$ cat src/rtl/xfbc_pkg.sv
// ----------------------------------------------------------------------------
// xfbc_pkg: shared definitions for the XOR Feistel block cipher
// Field widths, request codes, register indexes and the key address wrap table.
// ----------------------------------------------------------------------------
package xfbc_pkg;

    localparam int KEY_BYTES      = 124;
    localparam int KEY_AW         = (KEY_BYTES > 1) ? $clog2(KEY_BYTES) : 1;
    localparam int OFF_W          = 7;
    localparam int BYTE_W         = 8;
    localparam int BLOCK_W        = 64;
    localparam int HALF_W         = 32;
    localparam int REQ_W          = 2;
    localparam int CFG_REGS       = 4;
    localparam int CFG_IDX_W      = 3;
    localparam int ROUNDS         = 4;
    localparam int BYTES_PER_WORD = 4;
    localparam int STEP_W         = 5;
    localparam int LAST_STEP      = ROUNDS * BYTES_PER_WORD;

    localparam logic [REQ_W-1:0] REQ_KEY_WRITE = 2'd0;
    localparam logic [REQ_W-1:0] REQ_ENCRYPT   = 2'd1;
    localparam logic [REQ_W-1:0] REQ_DECRYPT   = 2'd2;

    localparam logic [CFG_IDX_W-1:0] CFG_LAST_INDEX = 3'd3;

    typedef logic [KEY_AW-1:0] key_addr_t;
    typedef key_addr_t wrap_tab_t [1 << OFF_W];

    function automatic wrap_tab_t build_wrap_tab();
        wrap_tab_t tab;
        for (int i = 0; i < (1 << OFF_W); i++)
        begin
            tab[i] = key_addr_t'(i % KEY_BYTES);
        end
        return tab;
    endfunction

    localparam wrap_tab_t OFF_WRAP = build_wrap_tab();
    localparam key_addr_t KEY_LAST = key_addr_t'(KEY_BYTES - 1);

endpackage

$ cat src/rtl/xfbc_if.sv
// ----------------------------------------------------------------------------
// xfbc_if: channel interfaces for the XOR Feistel block cipher
// Request, response and register write channels with valid/ready transfer.
// ----------------------------------------------------------------------------
interface xfbc_req_if;
    import xfbc_pkg::*;

    logic                valid;
    logic                ready;
    logic [REQ_W-1:0]    req_type;
    logic [OFF_W-1:0]    key_index;
    logic [BYTE_W-1:0]   key_byte;
    logic [BLOCK_W-1:0]  block_in;

    modport source (output valid, output req_type, output key_index, output key_byte,
                    output block_in, input ready);
    modport sink   (input valid, input req_type, input key_index, input key_byte,
                    input block_in, output ready);
endinterface

interface xfbc_rsp_if;
    import xfbc_pkg::*;

    logic                valid;
    logic                ready;
    logic [BLOCK_W-1:0]  block_out;

    modport source (output valid, output block_out, input ready);
    modport sink   (input valid, input block_out, output ready);
endinterface

interface xfbc_cfg_if;
    import xfbc_pkg::*;

    logic                 valid;
    logic                 ready;
    logic [CFG_IDX_W-1:0] index;
    logic [OFF_W-1:0]     data;

    modport source (output valid, output index, output data, input ready);
    modport sink   (input valid, input index, input data, output ready);
endinterface

$ cat src/rtl/xor_feistel_block_cipher.sv
// ----------------------------------------------------------------------------
// xor_feistel_block_cipher: four-round Feistel cipher on 64-bit blocks
// Key bytes live in a store with one read port; one key byte is fetched per
// cycle and one round is applied every four fetches.
// ----------------------------------------------------------------------------
//  channel | dir | payload                                  | transfer
//  req     | in  | req_type, key_index, key_byte, block_in  | valid & ready
//  rsp     | out | block_out                                | valid & ready
//  cfg     | in  | index, data (round offsets 0..3)         | valid & ready
//
//  A key write leaves req ready.
//  After its transfer a block makes its 16 key byte reads through the key store's
//  one read port, then loads the output register.
//  The result register lets the next request in while a result waits; a block
//  finishing while rsp is stalled holds until the slot frees.
//  Reset clears the key store valid bits, the round offsets and all control.
// ----------------------------------------------------------------------------
module xor_feistel_block_cipher (
    input  logic       clk,
    input  logic       rst_n,
    xfbc_req_if.sink   req,
    xfbc_rsp_if.source rsp,
    xfbc_cfg_if.sink   cfg
);
    import xfbc_pkg::*;

    typedef enum logic [2:0] {
        ST_IDLE = 3'b001,
        ST_RUN  = 3'b010,
        ST_DONE = 3'b100
    } state_t;

    state_t                   state_reg, state_next;
    logic [STEP_W-1:0]        step_reg, step_next;
    logic                     decrypt_reg, decrypt_next;
    logic [HALF_W-1:0]        left_reg, left_next;
    logic [HALF_W-1:0]        right_reg, right_next;
    logic [3*BYTE_W-1:0]      kacc_reg, kacc_next;
    key_addr_t                addr_reg, addr_next;
    logic [OFF_W-1:0]         offset_reg [CFG_REGS];
    logic [BYTE_W-1:0]        key_mem [KEY_BYTES];
    logic [KEY_BYTES-1:0]     key_vld_reg;
    logic [BYTE_W-1:0]        rd_data_reg;
    logic                     rd_vld_reg;
    logic [BLOCK_W-1:0]       out_reg;
    logic                     out_valid_reg;

    logic                     req_fire;
    logic                     key_we;
    key_addr_t                key_waddr;
    logic                     cfg_fire;
    logic                     out_load;
    logic [1:0]               round_sel;
    logic [OFF_W-1:0]         round_off;
    key_addr_t                rd_addr;
    logic [BYTE_W-1:0]        key_byte_rd;
    logic [HALF_W-1:0]        round_key;

    assign req.ready     = (state_reg == ST_IDLE);
    assign cfg.ready     = 1'b1;
    assign rsp.valid     = out_valid_reg;
    assign rsp.block_out = out_reg;

    assign req_fire  = req.valid && req.ready;
    assign key_we    = req_fire && (req.req_type == REQ_KEY_WRITE)
                       && (int'(req.key_index) < KEY_BYTES);
    assign key_waddr = key_addr_t'(req.key_index);
    assign cfg_fire  = cfg.valid && cfg.ready;

    assign round_sel = decrypt_reg ? ~step_reg[3:2] : step_reg[3:2];
    assign round_off = offset_reg[round_sel];

    always_comb
    begin
        if (step_reg[1:0] == 2'd0)
        begin
            rd_addr = OFF_WRAP[round_off];
        end
        else if (addr_reg == KEY_LAST)
        begin
            rd_addr = '0;
        end
        else
        begin
            rd_addr = addr_reg + key_addr_t'(1);
        end
    end

    assign key_byte_rd = rd_vld_reg ? rd_data_reg : '0;
    assign round_key   = {kacc_reg, key_byte_rd};

    always_comb
    begin
        state_next   = state_reg;
        step_next    = step_reg;
        decrypt_next = decrypt_reg;
        left_next    = left_reg;
        right_next   = right_reg;
        kacc_next    = kacc_reg;
        addr_next    = addr_reg;
        out_load     = 1'b0;
        unique case (state_reg)
            ST_IDLE:
            begin
                if (req_fire && ((req.req_type == REQ_ENCRYPT)
                                 || (req.req_type == REQ_DECRYPT)))
                begin
                    left_next    = req.block_in[BLOCK_W-1:HALF_W];
                    right_next   = req.block_in[HALF_W-1:0];
                    decrypt_next = (req.req_type == REQ_DECRYPT);
                    step_next    = '0;
                    state_next   = ST_RUN;
                end
            end
            ST_RUN:
            begin
                step_next = step_reg + STEP_W'(1);
                addr_next = rd_addr;
                if (step_reg != '0)
                begin
                    kacc_next = {kacc_reg[2*BYTE_W-1:0], key_byte_rd};
                    if (step_reg[1:0] == 2'd0)
                    begin
                        left_next  = right_reg;
                        right_next = left_reg ^ right_reg ^ round_key;
                    end
                end
                if (step_reg == STEP_W'(LAST_STEP))
                begin
                    state_next = ST_DONE;
                end
            end
            ST_DONE:
            begin
                if (!out_valid_reg || rsp.ready)
                begin
                    out_load   = 1'b1;
                    state_next = ST_IDLE;
                end
            end
            default:
            begin
                state_next = ST_IDLE;
            end
        endcase
    end

    always_ff @(posedge clk or negedge rst_n)
    begin
        if (!rst_n)
        begin
            state_reg     <= ST_IDLE;
            step_reg      <= '0;
            decrypt_reg   <= 1'b0;
            key_vld_reg   <= '0;
            rd_vld_reg    <= 1'b0;
            out_valid_reg <= 1'b0;
            for (int i = 0; i < CFG_REGS; i++)
            begin
                offset_reg[i] <= '0;
            end
        end
        else
        begin
            state_reg   <= state_next;
            step_reg    <= step_next;
            decrypt_reg <= decrypt_next;
            rd_vld_reg  <= key_vld_reg[rd_addr];
            if (key_we)
            begin
                key_vld_reg[key_waddr] <= 1'b1;
            end
            if (cfg_fire && (cfg.index <= CFG_LAST_INDEX))
            begin
                offset_reg[cfg.index[1:0]] <= cfg.data;
            end
            if (out_load)
            begin
                out_valid_reg <= 1'b1;
            end
            else if (rsp.ready)
            begin
                out_valid_reg <= 1'b0;
            end
        end
    end

    always_ff @(posedge clk)
    begin
        if (key_we)
        begin
            key_mem[key_waddr] <= req.key_byte;
        end
        rd_data_reg <= key_mem[rd_addr];
    end

    always_ff @(posedge clk)
    begin
        left_reg  <= left_next;
        right_reg <= right_next;
        kacc_reg  <= kacc_next;
        addr_reg  <= addr_next;
        if (out_load)
        begin
            out_reg <= {right_reg, left_reg};
        end
    end

    a_block_starts: assert property (@(posedge clk) disable iff (!rst_n)
        (req_fire && ((req.req_type == REQ_ENCRYPT) || (req.req_type == REQ_DECRYPT)))
        |=> (state_reg == ST_RUN) && (step_reg == '0))
        else $error("block transfer did not start the round sequence");

    a_key_write_no_result: assert property (@(posedge clk) disable iff (!rst_n)
        (req_fire && (req.req_type == REQ_KEY_WRITE))
        |=> (state_reg == ST_IDLE))
        else $error("key write left the idle state");

    a_run_ends: assert property (@(posedge clk) disable iff (!rst_n)
        (state_reg == ST_RUN) && (step_reg == STEP_W'(LAST_STEP))
        |=> (state_reg == ST_DONE))
        else $error("round sequence overran its last step");

    a_result_loaded: assert property (@(posedge clk) disable iff (!rst_n)
        (state_reg == ST_DONE) && (!out_valid_reg || rsp.ready)
        |=> out_valid_reg && (state_reg == ST_IDLE))
        else $error("finished block not moved to the result register");

endmodule
$ cat src/flat_wrapper.sv
// flat-port wrapper written by rule: the top's interface ports become plain ports
module xor_feistel_block_cipher_flat import xfbc_pkg::*;
  (clk, rst_n, req_valid, req_req_type, req_key_index, req_key_byte, req_block_in, req_ready, rsp_valid, rsp_block_out, rsp_ready, cfg_valid, cfg_index, cfg_data, cfg_ready);
  xfbc_req_if req_i ();
  xfbc_rsp_if rsp_i ();
  xfbc_cfg_if cfg_i ();
  input  logic clk;
  input  logic rst_n;
  input wire logic [$bits(req_i.valid)-1:0] req_valid;
  input wire logic [$bits(req_i.req_type)-1:0] req_req_type;
  input wire logic [$bits(req_i.key_index)-1:0] req_key_index;
  input wire logic [$bits(req_i.key_byte)-1:0] req_key_byte;
  input wire logic [$bits(req_i.block_in)-1:0] req_block_in;
  output wire logic [$bits(req_i.ready)-1:0] req_ready;
  output wire logic [$bits(rsp_i.valid)-1:0] rsp_valid;
  output wire logic [$bits(rsp_i.block_out)-1:0] rsp_block_out;
  input wire logic [$bits(rsp_i.ready)-1:0] rsp_ready;
  input wire logic [$bits(cfg_i.valid)-1:0] cfg_valid;
  input wire logic [$bits(cfg_i.index)-1:0] cfg_index;
  input wire logic [$bits(cfg_i.data)-1:0] cfg_data;
  output wire logic [$bits(cfg_i.ready)-1:0] cfg_ready;
  assign req_i.valid = req_valid;
  assign req_i.req_type = req_req_type;
  assign req_i.key_index = req_key_index;
  assign req_i.key_byte = req_key_byte;
  assign req_i.block_in = req_block_in;
  assign req_ready = req_i.ready;
  assign rsp_valid = rsp_i.valid;
  assign rsp_block_out = rsp_i.block_out;
  assign rsp_i.ready = rsp_ready;
  assign cfg_i.valid = cfg_valid;
  assign cfg_i.index = cfg_index;
  assign cfg_i.data = cfg_data;
  assign cfg_ready = cfg_i.ready;
  xor_feistel_block_cipher u_core (.clk(clk), .rst_n(rst_n), .req(req_i), .rsp(rsp_i), .cfg(cfg_i));
endmodule
$ cat config.mk
export PLATFORM = sky130hd
export DESIGN_NAME = xor_feistel_block_cipher_flat
export DESIGN_NICKNAME = d
export VERILOG_FILES = /design/src/rtl/xfbc_pkg.sv /design/src/rtl/xfbc_if.sv /design/src/rtl/xor_feistel_block_cipher.sv /design/src/flat_wrapper.sv
export SDC_FILE = /design/constraint.sdc
export NUM_CORES = 2
export LEC_CHECK = 0
export ABC_AREA = 1
export BUFFER_PORTS_ARGS = -buffer_cell sky130_fd_sc_hd__buf_2
export CAP_MARGIN = 10
export CORE_UTILIZATION = 60
export DETAILED_ROUTE_END_ITERATION = 8
export PLACE_DENSITY = 0.75
export SYNTH_ARGS = -nofsm -noshare
export SYNTH_HDL_FRONTEND = slang
export SYNTH_SLANG_ARGS = --single-unit
export TNS_END_PERCENT = 10
$ cat constraint.sdc
create_clock -name clk -period 13.5 [get_ports clk]
set_input_delay 2.7 -clock clk [delete_from_list [all_inputs] [get_ports clk]]
set_output_delay 2.7 -clock clk [all_outputs]
set_load 0.005 [all_outputs]
==> results.yml <==
clock_network:
  cts_setup_buffers: 0
  cts_buffer_depth: 3
  clkTransAtPathRegs_ns: 0.06
  cts-root-buf: "clkbuf_16"
  clk_latency_ns: 0.75
  postCtsHoldBufs: 0
  cts_inserted_buffers: 133
  h-tree-depth: 4
  cts_resized: 0
  cts_tree: "built"
  numClockSinks: 1322
power_and_ir_drop:
  power.total_mw: 15.1
  p_per_area_nw_per_um2: 248
  sw_frac_of_total: 0.430
  power.internal_mw: 8.60
  power.switching_mw: 6.50
  p_clk_frac: 0.237
  comb_power_share: 0.439
  sequentialPowerShare: 0.323
  ir_drop_v: 0.000279
  power_leakage_nw: 23.9
yosys:
  yosysMostFrequentCell: "nand2_1"
  synth_top_area_cell: "edfxtp_1"
  syn_avg_cell_area_um2: 11.1
  yosysSeqAreaShare: 0.702
  synth_top_area_share: 0.625
  synth_edf_count: 1151
  synth_common_cells: "1744 x nand2_1, 1151 x edfxtp_1, 982 x nand3_1, 162 x dfrtp_1"
  syn_nets: 5092
  syn_inst: 4991
  netlist_area_um2: 55300
  ys_warn_count: 0
  async_reset_ff_frac: 0.123
  synth_ff_type: "edfxtp_1"
  synth.area.top_cells: "edfxtp_1 63%, nand2_1 12%, nand3_1 8.9%, dfrtp_1 7.3%, buf_2 1.4%"
  synth_cell_types: 39
  synth_seq_cells: 1322
job:
  drv_cap: 0
sta:
  rsz0062_at_grt: "false"
  slew_headroom: 0.148
  finalHoldViolations: 0
  clock.fmax_mhz: 182
  holdWs_ns: 0.460
  worst_pin_slew_ns: 1.28
  slew_viol_final: 0
  clock_skew_ns: 0.0298
  finalCritPeriodShare: 0.408
  timing.final.crit_period_ns: 5.51
  setup_tns_ns: 0
  finalSetupViolCount: 0
detailed_routing:
  dr.pass1.iters: 8
  drc: 0
  vias: 37700
  drtAntennaViolNets: 0
  drt_wl_total_mm: 141
  drt-wirelength-per-cell_um: 22.3
  via_per_inst: 5.95
  first_iter_violations: 4986
die:
  die_y_um: 306
  io_pins: 163
  coreArea_um2: 90600
  die_w_um: 306
  rows: 110
  dieArea_um2: 93300
  initial_core_util: 0.610
setup_path:
  crit_path_end_kind: "register"
  cp.required_ns: 13.86
  critical_path_class: "primary input to register"
  worstPathArrival_ns: 5.87
  path_max_fanout: 8
  start_kind: "primary input"
finish:
  layout-drive-gt1-share: 0.104
  area_growth_pct: 9.95
  num-nets-final: 5146
  largest_reg_flops: 992
global_routing:
  grt_pass1_wl_mm: 214
  grt_start_max_net_pins: 159
  antenna_found_initial: 3
  grt-ovfl-total: 0
  first_global_vias: 36200
  groute.usage.overall: 0.303
placed_design:
  portBuffers: 161
  dp.final_hpwl_mm: 81.1
  gp_congestion: 0.922
run_status:
  status: "finished clean"
min_path:
  hp-class: "register to register"
[power by group through the flow]
stage	Combinational (mW)	Sequential (mW)	Clock, mW
CTS	6.48	4.88	3.61
global placement	6.34	4.95	0
finish	6.63	4.88	3.58
detailed placement	6.44	4.96	0
global route	7.19	4.90	3.77
floorplan	4.65	4.93	0
[layer usage]
metal | routed length [um] | up-vias | track usage
met5 | 14 | - | 0
met4 | 5250 | 4 | 0.122
met3 | 15000 | 344 | 0.0670
met2 | 66100 | 2119 | 0.480
met1 | 54700 | 18100 | 0.411
li1 | - | 17200 | -
[path summary, 6_finish.rpt]
path / from / end / slack (ns) / cells past startpoint
max: req_req_type[0] / u_core.key_mem[114][2] / 7.99 / 8
min: u_core.key_vld_reg[121] / u_core.key_vld_reg[121] / 0.46 / 2
max reg2reg: u_core.step_reg[0] / u_core.rd_vld_reg / 8.08 / 16
min reg2reg: u_core.key_vld_reg[121] / u_core.key_vld_reg[121] / 0.46 / 2
max in group asynchronous: rst_n / u_core.key_vld_reg[32] / 10.01 / 2
min in group asynchronous: rst_n / u_core.offset_reg[9] / 2.01 / 1
[cells by family after synthesis]
logic type                 Yosys count  synth area share
adders and majority gates            5           0.00113
AOI/OAI and AO/OA                  133            0.0128
DFF                               1322             0.702
and+or+nand+nor                   3030             0.235
buffers and inverters              433            0.0383
other                                1         0.0000678
xor gates and xnor gates            67            0.0106
[layout by cell type, fill, tap and decap left out, drive strengths merged]
master,Yosys,routed
dfrtp,162,162
xor2,35,35
o41ai,1,1
o211ai,6,6
clkinvlp,0,2
clkbuf,61,197
nand4,4,4
nand2,1754,1754
nor2,160,160
conb,1,1
o22ai,10,10
dfstp,1,1
bufinv,0,6
ha,5,5
and3,1,1
dfxtp,8,8
inv,139,146
nand3b,10,10
clkinv,4,38
a21boi,1,1
diode,0,2
buf,229,208
o21ai,103,103
nand3,983,983
o21bai,1,1
nor3,6,6
xnor2,32,32
nor3b,1,1
o31ai,2,2
or2,111,111
a21oi,9,9
edfxtp,1151,1151
[critical path: stages]
cell and delay [ns]:
buf_2 0.09, inv_1 0.07, ha_1 0.14, and3_1 0.37, nand2_1 0.18, nor3b_1 1.04
nand2_1 0.54, nor2_1 0.73
[cell type report]
cell class | instances | area (um2)
flip-flops and latches | 1322 | 38800
fillers | 6565 | 29800
multi-input cells | 3236 | 14500
clock buffers | 196 | 3790
well taps | 1176 | 1470
repair buffers | 209 | 1220
inverters | 143 | 541
clock inverters | 49 | 444
diodes | 2 | 5.00
[stage by stage]
stage                     cells  cell area (um2)   util  setup WS, ns
after CTS                  6331            60800  0.671          8.18
after global routing       6332            60800  0.671          7.74
after detailed placement   6086            56500  0.624          7.41
after global placement     6086            56500  0.624          7.00
final                      6333            60800  0.671          7.99
after floorplan            4991            55300      -          6.95
Note: power is estimated with default switching activity, not from simulation.
